### src/rtl/nearest_shadow_caster_select_assert.svh
// Assertion macros for the nearest shadow caster select block.
`ifndef NEAREST_SHADOW_CASTER_SELECT_ASSERT_SVH
`define NEAREST_SHADOW_CASTER_SELECT_ASSERT_SVH

`ifndef SYNTHESIS
`define NSCS_ASSERT_ALWAYS(label, expr) \
  label: assert property (@(posedge clk) disable iff (rst) (expr)) \
    else $error("assertion failed");
`define NSCS_ASSERT_NEXT(label, pre, post) \
  label: assert property (@(posedge clk) disable iff (rst) (pre) |=> (post)) \
    else $error("assertion failed");
`else
`define NSCS_ASSERT_ALWAYS(label, expr)
`define NSCS_ASSERT_NEXT(label, pre, post)
`endif

`endif

### src/rtl/nscs_pkg.sv
package nscs_pkg;

  localparam int COORD_W    = 20;
  localparam int ABS_W      = COORD_W;
  localparam int SQ_W       = 2 * ABS_W;
  localparam int DIST_W     = 42;
  localparam int SLOT_COUNT = 4;
  localparam int SLOT_W     = $clog2(SLOT_COUNT);
  localparam int IDX_W      = 8;
  localparam int CNT_SAT    = SLOT_COUNT + 1;
  localparam int CNT_W      = $clog2(CNT_SAT + 1);
  localparam int AXES       = 3;
  localparam int CFG_IDX_W  = 2;

  localparam logic [CFG_IDX_W-1:0] CFG_CAMERA_X = 2'd0;
  localparam logic [CFG_IDX_W-1:0] CFG_CAMERA_Y = 2'd1;
  localparam logic [CFG_IDX_W-1:0] CFG_CAMERA_Z = 2'd2;

  typedef struct packed {
    logic signed [COORD_W-1:0] light_x;
    logic signed [COORD_W-1:0] light_y;
    logic signed [COORD_W-1:0] light_z;
    logic                      casts_shadow;
    logic                      last_light;
  } light_t;

  typedef struct packed {
    logic [SLOT_W-1:0] slot_number;
    logic              slot_valid;
    logic [IDX_W-1:0]  chosen_light;
    logic [DIST_W-1:0] distance_squared;
    logic              casters_dropped;
    logic              last_slot;
  } slot_t;

  typedef struct packed {
    logic                       casts;
    logic                       last;
    logic [IDX_W-1:0]           idx;
    logic [AXES-1:0][SQ_W-1:0]  sq;
  } stage_t;

endpackage

### src/rtl/nscs_dist.sv
module nscs_dist (
  input  logic                                   clk,
  input  logic                                   rst,
  input  logic                                   advance,
  input  logic                                   valid,
  input  nscs_pkg::light_t                       light,
  input  logic [nscs_pkg::IDX_W-1:0]             idx,
  input  logic signed [nscs_pkg::COORD_W-1:0]    camera_x,
  input  logic signed [nscs_pkg::COORD_W-1:0]    camera_y,
  input  logic signed [nscs_pkg::COORD_W-1:0]    camera_z,
  output logic                                   stage_valid,
  output nscs_pkg::stage_t                       stage
);

  logic signed [nscs_pkg::COORD_W-1:0] pos [nscs_pkg::AXES];
  logic signed [nscs_pkg::COORD_W-1:0] cam [nscs_pkg::AXES];
  logic        [nscs_pkg::COORD_W:0]   diff [nscs_pkg::AXES];
  logic        [nscs_pkg::ABS_W-1:0]   mag [nscs_pkg::AXES];
  logic [nscs_pkg::AXES-1:0][nscs_pkg::SQ_W-1:0] sq;

  assign pos[0] = light.light_x;
  assign pos[1] = light.light_y;
  assign pos[2] = light.light_z;
  assign cam[0] = camera_x;
  assign cam[1] = camera_y;
  assign cam[2] = camera_z;

  always_comb begin
    for (int a = 0; a < nscs_pkg::AXES; a++) begin
      diff[a] = {pos[a][nscs_pkg::COORD_W-1], pos[a]} - {cam[a][nscs_pkg::COORD_W-1], cam[a]};
      if (diff[a][nscs_pkg::COORD_W]) begin
        mag[a] = nscs_pkg::ABS_W'(~diff[a] + 1'b1);
      end else begin
        mag[a] = nscs_pkg::ABS_W'(diff[a]);
      end
      sq[a] = nscs_pkg::SQ_W'(mag[a]) * nscs_pkg::SQ_W'(mag[a]);
    end
  end

  always_ff @(posedge clk) begin
    if (rst) begin
      stage_valid <= 1'b0;
    end else if (advance) begin
      stage_valid <= valid;
    end
  end

  always_ff @(posedge clk) begin
    if (advance) begin
      stage.casts <= light.casts_shadow;
      stage.last  <= light.last_light;
      stage.idx   <= idx;
      stage.sq    <= sq;
    end
  end

endmodule

### src/rtl/nscs_insert.sv
module nscs_insert (
  input  logic [nscs_pkg::DIST_W-1:0] best_dist [nscs_pkg::SLOT_COUNT],
  input  logic [nscs_pkg::IDX_W-1:0]  best_idx  [nscs_pkg::SLOT_COUNT],
  input  logic [nscs_pkg::CNT_W-1:0]  count,
  input  logic [nscs_pkg::DIST_W-1:0] cand_dist,
  input  logic [nscs_pkg::IDX_W-1:0]  idx,
  output logic [nscs_pkg::DIST_W-1:0] new_dist  [nscs_pkg::SLOT_COUNT],
  output logic [nscs_pkg::IDX_W-1:0]  new_idx   [nscs_pkg::SLOT_COUNT]
);

  logic [nscs_pkg::SLOT_COUNT-1:0] keep;

  always_comb begin
    for (int k = 0; k < nscs_pkg::SLOT_COUNT; k++) begin
      keep[k] = (nscs_pkg::CNT_W'(k) < count) && (best_dist[k] <= cand_dist);
    end
    if (keep[0]) begin
      new_dist[0] = best_dist[0];
      new_idx[0]  = best_idx[0];
    end else begin
      new_dist[0] = cand_dist;
      new_idx[0]  = idx;
    end
    for (int k = 1; k < nscs_pkg::SLOT_COUNT; k++) begin
      if (keep[k]) begin
        new_dist[k] = best_dist[k];
        new_idx[k]  = best_idx[k];
      end else if (keep[k-1]) begin
        new_dist[k] = cand_dist;
        new_idx[k]  = idx;
      end else begin
        new_dist[k] = best_dist[k-1];
        new_idx[k]  = best_idx[k-1];
      end
    end
  end

endmodule

### src/rtl/nearest_shadow_caster_select.sv
// Nearest shadow caster select.
// Lights enter on the lights channel (valid/ready), one item per cycle. Each
// light takes its arrival index from a counter. Casters are ranked by squared
// distance to the camera set through the cfg channel (index 0..2 = x, y, z;
// cfg_ready is always high; write only while idle).
// Stage one squares the per-axis differences; stage two sums them and inserts
// into a sorted four-entry buffer, ties keeping the earlier light ahead.
// A light marked last closes the frame: the buffer is copied to an output
// bank and the live buffer and counters clear, so the next frame follows at
// once. The bank sends four slot items on the slots channel, nearest first,
// one per cycle; the first is offered once the last light has passed stage
// two into the bank and can be taken at once; the fourth carries last_slot.
// Throughput: one light per cycle. A further last light waits in stage two
// only while the bank still holds slot items; lights_ready drops then, and a
// stalled slots receiver holds the bank and its current item unchanged.
// Reset (synchronous, rst high) empties the pipeline, the buffer and the
// bank and sets the camera to the origin.
`include "nearest_shadow_caster_select_assert.svh"

module nearest_shadow_caster_select (
  input  logic                              clk,
  input  logic                              rst,
  input  logic                              lights_valid,
  output logic                              lights_ready,
  input  nscs_pkg::light_t                  lights,
  output logic                              slots_valid,
  input  logic                              slots_ready,
  output nscs_pkg::slot_t                   slots,
  input  logic                              cfg_valid,
  output logic                              cfg_ready,
  input  logic [nscs_pkg::CFG_IDX_W-1:0]    cfg_index,
  input  logic [nscs_pkg::COORD_W-1:0]      cfg_data
);

  logic signed [nscs_pkg::COORD_W-1:0] camera_x;
  logic signed [nscs_pkg::COORD_W-1:0] camera_y;
  logic signed [nscs_pkg::COORD_W-1:0] camera_z;
  logic [nscs_pkg::IDX_W-1:0]          arrival;

  logic                                s1_valid;
  nscs_pkg::stage_t                    stage;

  logic [nscs_pkg::DIST_W-1:0] best_dist [nscs_pkg::SLOT_COUNT];
  logic [nscs_pkg::IDX_W-1:0]  best_idx  [nscs_pkg::SLOT_COUNT];
  logic [nscs_pkg::DIST_W-1:0] ins_dist  [nscs_pkg::SLOT_COUNT];
  logic [nscs_pkg::IDX_W-1:0]  ins_idx   [nscs_pkg::SLOT_COUNT];
  logic [nscs_pkg::CNT_W-1:0]  live_count;
  logic [nscs_pkg::CNT_W-1:0]  count_next;
  logic [nscs_pkg::DIST_W-1:0] light_dist;

  logic [nscs_pkg::DIST_W-1:0] snap_dist [nscs_pkg::SLOT_COUNT];
  logic [nscs_pkg::IDX_W-1:0]  snap_idx  [nscs_pkg::SLOT_COUNT];
  logic [nscs_pkg::CNT_W-1:0]  snap_count;
  logic [nscs_pkg::SLOT_W-1:0] snap_slot;
  logic                        snap_busy;

  logic slot_take;
  logic snap_free;
  logic s1_ok;
  logic s1_fire;
  logic lights_take;
  logic filled_slot;

  assign cfg_ready = 1'b1;

  always_ff @(posedge clk) begin
    if (rst) begin
      camera_x <= '0;
      camera_y <= '0;
      camera_z <= '0;
    end else if (cfg_valid) begin
      unique case (cfg_index)
        nscs_pkg::CFG_CAMERA_X: camera_x <= cfg_data;
        nscs_pkg::CFG_CAMERA_Y: camera_y <= cfg_data;
        nscs_pkg::CFG_CAMERA_Z: camera_z <= cfg_data;
        default: ;
      endcase
    end
  end

  assign slot_take    = slots_valid && slots_ready
                        && (snap_slot == nscs_pkg::SLOT_W'(nscs_pkg::SLOT_COUNT - 1));
  assign snap_free    = !snap_busy || slot_take;
  assign s1_ok        = !(s1_valid && stage.last) || snap_free;
  assign lights_ready = !s1_valid || s1_ok;
  assign s1_fire      = s1_valid && s1_ok;
  assign lights_take  = lights_valid && lights_ready;

  always_ff @(posedge clk) begin
    if (rst) begin
      arrival <= '0;
    end else if (lights_take) begin
      arrival <= lights.last_light ? '0 : arrival + 1'b1;
    end
  end

  nscs_dist u_dist (
    .clk         (clk),
    .rst         (rst),
    .advance     (lights_ready),
    .valid       (lights_valid),
    .light       (lights),
    .idx         (arrival),
    .camera_x    (camera_x),
    .camera_y    (camera_y),
    .camera_z    (camera_z),
    .stage_valid (s1_valid),
    .stage       (stage)
  );

  assign light_dist = nscs_pkg::DIST_W'(stage.sq[0]) + nscs_pkg::DIST_W'(stage.sq[1])
                      + nscs_pkg::DIST_W'(stage.sq[2]);

  nscs_insert u_insert (
    .best_dist (best_dist),
    .best_idx  (best_idx),
    .count     (live_count),
    .cand_dist (light_dist),
    .idx       (stage.idx),
    .new_dist  (ins_dist),
    .new_idx   (ins_idx)
  );

  always_comb begin
    count_next = live_count;
    if (stage.casts && (live_count != nscs_pkg::CNT_W'(nscs_pkg::CNT_SAT))) begin
      count_next = live_count + 1'b1;
    end
  end

  always_ff @(posedge clk) begin
    if (rst) begin
      live_count <= '0;
    end else if (s1_fire) begin
      live_count <= stage.last ? '0 : count_next;
    end
  end

  always_ff @(posedge clk) begin
    if (s1_fire && stage.casts) begin
      best_dist <= ins_dist;
      best_idx  <= ins_idx;
    end
  end

  always_ff @(posedge clk) begin
    if (s1_fire && stage.last) begin
      snap_count <= count_next;
      if (stage.casts) begin
        snap_dist <= ins_dist;
        snap_idx  <= ins_idx;
      end else begin
        snap_dist <= best_dist;
        snap_idx  <= best_idx;
      end
    end
  end

  always_ff @(posedge clk) begin
    if (rst) begin
      snap_busy <= 1'b0;
      snap_slot <= '0;
    end else if (s1_fire && stage.last) begin
      snap_busy <= 1'b1;
      snap_slot <= '0;
    end else if (slots_valid && slots_ready) begin
      snap_slot <= snap_slot + 1'b1;
      if (slot_take) begin
        snap_busy <= 1'b0;
      end
    end
  end

  assign filled_slot = nscs_pkg::CNT_W'(snap_slot) < snap_count;
  assign slots_valid = snap_busy;

  always_comb begin
    slots.slot_number      = snap_slot;
    slots.slot_valid       = filled_slot;
    slots.chosen_light     = filled_slot ? snap_idx[snap_slot] : '0;
    slots.distance_squared = filled_slot ? snap_dist[snap_slot] : '0;
    slots.casters_dropped  = snap_count > nscs_pkg::CNT_W'(nscs_pkg::SLOT_COUNT);
    slots.last_slot        = snap_slot == nscs_pkg::SLOT_W'(nscs_pkg::SLOT_COUNT - 1);
  end

  `NSCS_ASSERT_ALWAYS(a_stall_cause, !lights_ready |-> (s1_valid && stage.last && snap_busy))
  `NSCS_ASSERT_ALWAYS(a_empty_zero, (slots_valid && !slots.slot_valid) |-> (slots.chosen_light == '0 && slots.distance_squared == '0))
  `NSCS_ASSERT_ALWAYS(a_sorted_01, (live_count >= nscs_pkg::CNT_W'(2)) |-> (best_dist[0] <= best_dist[1]))
  `NSCS_ASSERT_NEXT(a_bank_done, (slot_take && !(s1_valid && stage.last)), !slots_valid)

endmodule

### config.mk
export PLATFORM = sky130hd
export DESIGN_NAME = nearest_shadow_caster_select
export DESIGN_NICKNAME = d
export VERILOG_FILES = /design/src/rtl/nscs_pkg.sv /design/src/rtl/nscs_dist.sv /design/src/rtl/nscs_insert.sv /design/src/rtl/nearest_shadow_caster_select.sv
export VERILOG_INCLUDE_DIRS = /design/src /design/src/rtl
export SDC_FILE = /design/constraint.sdc
export NUM_CORES = 2
export LEC_CHECK = 0
export ABC_CLOCK_PERIOD_IN_PS = 34100
export BUFFER_PORTS_ARGS = -buffer_cell sky130_fd_sc_hd__buf_4
export CAP_MARGIN = 5
export CORE_UTILIZATION = 45
export CTS_CLUSTER_DIAMETER = 150
export CTS_CLUSTER_SIZE = 10
export DETAILED_ROUTE_END_ITERATION = 12
export MAX_ROUTING_LAYER = met4
export PLACE_DENSITY = 0.66
export SYNTH_ARGS = -nofsm -noshare
export SYNTH_HDL_FRONTEND = slang
export SYNTH_SLANG_ARGS = --single-unit
### constraint.sdc
create_clock -name clk -period 34.1 [get_ports clk]
set_input_delay 6.82 -clock clk [delete_from_list [all_inputs] [get_ports clk]]
set_output_delay 6.82 -clock clk [all_outputs]
set_load 0.02 [all_outputs]
After elaboration in Yosys (flattened, before gate mapping)
Index checks and enable logic that the tools add are counted.
{ "totals": {"n_memories": 0, "mem_bits_ro": 0, "regBits": 608, "latchBits": 0, "mem_bits_rw": 0} }
{ "classes": {"shifts": 0, "reduce_logical": 26, "add_sub_neg": 11, "n_eq_ne": 4, "n_div": 0, "multipliers": 3, "bitwise": 4, "magnitude_cmp": 11, "muxes": 33} }
{ "ops": {"columns": ["cell", "n"], "rows": [
  ["two-way mux 42 bit", 10],
  ["<= comparator 42 bit", 4],
  ["two-way mux 168 bit", 1],
  ["multiplier 20 x 20 -> 40 bit", 3],
  ["two-way mux 8 bit", 11],
  ["binary-select mux 42 bit (select 2 bit)", 1],
  ["subtractor 20 x 20 -> 21 bit", 3],
  ["adder 20 x 1 -> 20 bit, second input constant", 3],
  ["two-way mux 20 bit", 3],
  ["NOT 20 bit", 3],
  ["adder 41 x 40 -> 42 bit", 1],
  ["adder 40 x 40 -> 41 bit", 1],
  ["two-way mux 32 bit", 1],
  ["binary-select mux 8 bit (select 2 bit)", 1],
  ["logical AND 1 bit", 12],
  ["adder 8 x 1 -> 8 bit, second input constant", 1],
  ["AND reduction 2 bit", 4],
  ["less-than comparator 1 x 3 -> 1 bit, first input constant", 2],
  ["less-than comparator 2 x 3 -> 1 bit, first input constant", 2],
  ["two-way mux 3 bit", 2],
  ["equality test 2 bit, second input constant", 2],
  ["nonzero test 2 bit", 2],
  ["adder 3 x 1 -> 3 bit, second input constant", 1],
  ["greater-or-equal comparator 3 bit, second input constant", 1],
  ["other kinds (11)", 17]
]} }

Depth between registers and ports, before layout
{ "logic_depth": {"word_depth": 8, "depth_mapped": 41, "depth_no_buf": 40} }

Modules after synthesis
Synthesis repeated with hierarchy kept, for this count alone.
{ "unflattened": {"hier_cells": 7248, "area_unflattened_um2": 72590.9} }
{ "by_module_without_submodules": {"columns": ["mod", "instances", "cells_per_inst", "seq_area_each_um2", "area_each_um2"], "rows": [
  ["nscs_dist", 1, 4741, 3833.7, 43005.0],
  ["nearest_shadow_caster_select", 1, 1490, 13583.0, 21964.8],
  ["nscs_insert", 1, 1017, 0.0, 7621.1]
]} }

Worst setup path after synthesis
OpenSTA, ideal clock, no wires.
{ "synth_timing": {"kind": "input-to-output", "start": "input slots_ready", "end": "output lights_ready", "path_stages": 2, "path_slack_ns": 17.090, "arrival_ns": 10.190, "path_cell_list": "a21boi_0 > nand3_1"} }
{ "synth_between": {"elab_chain_cells": 5} }
{ "synth_rtl": {"columns": ["element", "line_no", "text"], "rows": [
  ["from (decl)", "nearest_shadow_caster_select.sv:27", "input logic slots_ready,"],
  ["logical AND 1 bit", "nearest_shadow_caster_select.sv:81", "assign slot_take = slots_valid && slots_ready"],
  ["logical AND 1 bit", "nearest_shadow_caster_select.sv:82", "&& (snap_slot == nscs_pkg::SLOT_W'(nscs_pkg::SLOT_COUNT - 1));"],
  ["logical OR 1 bit", "nearest_shadow_caster_select.sv:83", "assign snap_free = !snap_busy || slot_take;"],
  ["logical OR 1 bit", "nearest_shadow_caster_select.sv:84", "assign s1_ok = !(s1_valid && stage.last) || snap_free;"],
  ["logical OR 1 bit", "nearest_shadow_caster_select.sv:85", "assign lights_ready = !s1_valid || s1_ok;"],
  ["to (decl)", "nearest_shadow_caster_select.sv:24", "output logic lights_ready,"]
]} }
Every way passes these cells.

==> impl_results.md <==
* R2R setup slack at 22.94 ns
* CP dominant cell by count: inv_1
* Clk sinks at just over 600
* Post-synthesis adder-cell area fraction at about 37%
* Synth top area cells: fa_1, edfxtp_1, ha_1
* Min Tclk post-route at between 15 and 20 ns
* Final setup vio count at 0
* DRT antenna net count at 0
* Crit-path max FO at 11
* GR met3 Demand/Resource at between 3 and 4%
* GRT overflow at 0
* Synth-to-layout area growth at 7.63%
* Grt peak-use layer: met2
* Compound-Gate Fraction of Synth Area at between 10% and 20%
* Via count at approximately 54000
* TritonRoute pass-1 iters at 7
* #FFs+latches synth at 605
* Netlist cell types at 91
* Fraction of registers with async set/reset at 0%
* Largest net degree at the start of global routing at 86
* Clock transition at path regs at 0.06 ns
* Syn Area/Cell at just under 10 um^2
* Multi-input gate area at slightly below 50000 um^2
* Via-to-Cell Ratio at between 5 and 6
* Final TNS setup at 0 ns
* CTS buffer count at 71
* Clock latency on the worst-skew pair at roughly 0.67 ns
* Tightest hold margin at 0.454 ns
* Share of layout cells above drive strength 1 at ~7.5%
* Final Util at 49.0%
* F_max at 0.0590 GHz
* Fin area at slightly below 80000 um^2
* Largest family of logic cells by synthesized area: adder cells
* Placer congestion estimate at 0.953
* Synth Instances at roughly 7500
* Met1 GRT Util at between 30% and 40%
* Post-Synth XOR/XNOR Area at ~3.2%
* Worst Path Required at between 30 and 40 ns
* Top FF cell, synth: edfxtp_1
* Max-slew violation count at 0
* Die height at between 400 and 500 um
* H-tree Lvls at 3
* Measured slew at the worst slew-check pin at roughly 1.4 ns
* Input/output buffers at ~150
* EDFF count, synth at 530
* WP data arrival at 17.34 ns
* Yosys top cell area share at 24.5%
* Initial Util at 45.5%
* Maximum root-to-sink buffer count at 3
* Post-detail-place hpwl at between 150000 and 200000 um
* Crit Path Category: input port to register
* Total core area at 159000 um^2
* Clk_skew at 0.0381 ns
* Global Route Usage Sum at about 26%
* Post-placement cell area at 75900 um^2
* Worst setup SP type: input port
* Rel. slew slack at under 10%
* Crit path largest cell delay at about 0.62 ns
* Routed wire length at 203000 um
* Max Cap Viol at 0
* Post-CTS Hold Fix Bufs at 0
* CTS tree: yes
* Final Cycle Share at 49.7%
* Post-CTS resize count at 0
* DRC at 0
* Post-Synth Simple-Gate Area at 11.8%
* Hold Fails Final Rpt at 0
* First-pass GRT wire length at ~320000 um
* Chip Width at about 400 um
* Layout net count at about 9300
* RSZ-0062 raised after global routing: no
* Register area at approximately 17000 um^2
* Setup repair bufs after CTS at 0
* Post-synthesis sequential area ratio at about a quarter
* Cell Rows at roughly 150
* Synth area leader: fa_1
* DRC marker count from the first detailed-route iteration at just over 4000
* Vias in the first global route at between 50000 and 60000
* Initial antenna violation count at 1
* Worst hold path type: register to register
* Status: completed
* Layout fillers at 14700
* Yosys warning count at 0
* Critical Path End Type: register
* DIE AREA at roughly 160000 um^2
* Multiplexer share of the synthesized area at under 10%
* GR Util met2 at 41.4%
* Post-Syn Area at between 70000 and 80000 um^2
* Num ports at about 150
* Post-DR wirelength/cell at 21.0 um
* Clock Tree Root: clkbuf_16
* Critical path's slowest cell: xnor2_1
==> logic make-up after synthesis <==
group / after synthesis
AOI/OAI and AO/OA: 1303
xor gates and xnor gates: 263
adders and majority gates: 1594
buffers and inverters: 1583
DFF: 605
muxes: 275
other: 2
and+or+nand+nor: 1905
==> Yosys cell counts, types with 14 or more instances <==
| cell type | n |
|---|---|
| a31oi_1 | 28 |
| and4_1 | 15 |
| dfxtp_1 | 75 |
| inv_1 | 1280 |
| a21oi_1 | 410 |
| xnor2_1 | 153 |
| ha_1 | 709 |
| nor2_1 | 614 |
| nand2b_1 | 53 |
| o31ai_1 | 19 |
| o21bai_1 | 41 |
| mux2i_1 | 117 |
| clkbuf_1 | 251 |
| clkinv_1 | 18 |
| mux2_2 | 107 |
| o21ai_0 | 372 |
| nor4_1 | 21 |
| mux4_2 | 50 |
| or3_1 | 27 |
| xor2_1 | 108 |
| edfxtp_1 | 530 |
| nor3_1 | 97 |
| o211ai_1 | 31 |
| fa_1 | 885 |
| nand4_1 | 68 |
| o21a_1 | 42 |
| and2_1 | 22 |
| nand2_1 | 727 |
| nand3_1 | 49 |
| a221oi_1 | 15 |
| a21o_1 | 175 |
| a2111oi_0 | 14 |
| nor2b_1 | 104 |
| a211oi_1 | 29 |
| buf_1 | 16 |
| and3_1 | 26 |
| or2_2 | 34 |
==> critical path: cells and delay by family <==
family | cells | cell delay [ns]
AO/OA/AOI/OAI | 11 | 2.92
AND/OR/NAND/NOR | 5 | 1.40
adder cells (fa/ha/maj) | 9 | 4.26
buffers and inverters | 10 | 0.98
XOR/XNOR | 3 | 0.94
==> final cells by class <==
type                            instances  share of cell area (%)
Timing Repair Buffer                  247                    2.38
Sequential cell                       605                    22.4
Clock inverter                          6                   0.122
Multi-Input combinational cell       5344                    63.0
Antenna cell                            1                 0.00321
Inverter                             1307                    6.30
Clock buffer                           93                    2.46
Tap cell                             2072                    3.33
==> path summary, 6_finish.rpt <==
path	start	end	depth (start not counted)
hold reg to reg	camera_x[14]	camera_x[14]	2
setup reg to reg	camera_y[7]	u_dist.stage[78]	38
setup / recovery	lights[29]	u_dist.stage[78]	38
hold / removal	camera_x[14]	camera_x[14]	2
==> metrics by stage <==
| step | instances | setup slack, ns |
|---|---|---|
| 3_3_place_gp | 9575 | 16.69 |
| 4_1_cts | 9674 | 17.23 |
| 3_5_place_dp | 9575 | 16.56 |
| 6_report | 9675 | 17.15 |
| 5_1_grt | 9674 | 16.44 |
| 2_1_floorplan | 7532 | 17.09 |
==> routing by layer <==
layer	part of all wire, %	wire, um
met5	0	0
met4	3.4	6880
met3	6.4	13000
met2	47	95100
met1	43	87800
==> placed cells by master, fill, tap and decap left out, types with 50 or more instances in the layout <==
master / n
dfxtp_1: 73
xnor2_1: 153
mux2i_1: 117
mux2_2: 107
nor3_1: 96
clkbuf_16: 73
nor2_1: 610
fa_1: 885
a21oi_1: 410
xor2_1: 108
buf_4: 247
a21o_1: 175
inv_1: 1280
ha_1: 709
nor2b_1: 104
nand2b_1: 53
edfxtp_1: 530
nand2_1: 725
o21ai_0: 372
nand4_1: 68
mux4_2: 50
==> flip-flops by register name, summed over array words and instances, names as in the netlist <==
signal              cells
arrival                 8
best_dist             168
best_idx               32
camera_x               20
camera_y               20
camera_z               20
live_count              3
slots_valid             1
snap_count              3
snap_dist             168
snap_idx               32
snap_slot               2
u_dist.stage          127
u_dist.stage_valid      1
Power is not shown: default switching activity piles up to over one toggle a cycle in this logic, so the estimate is an artifact.
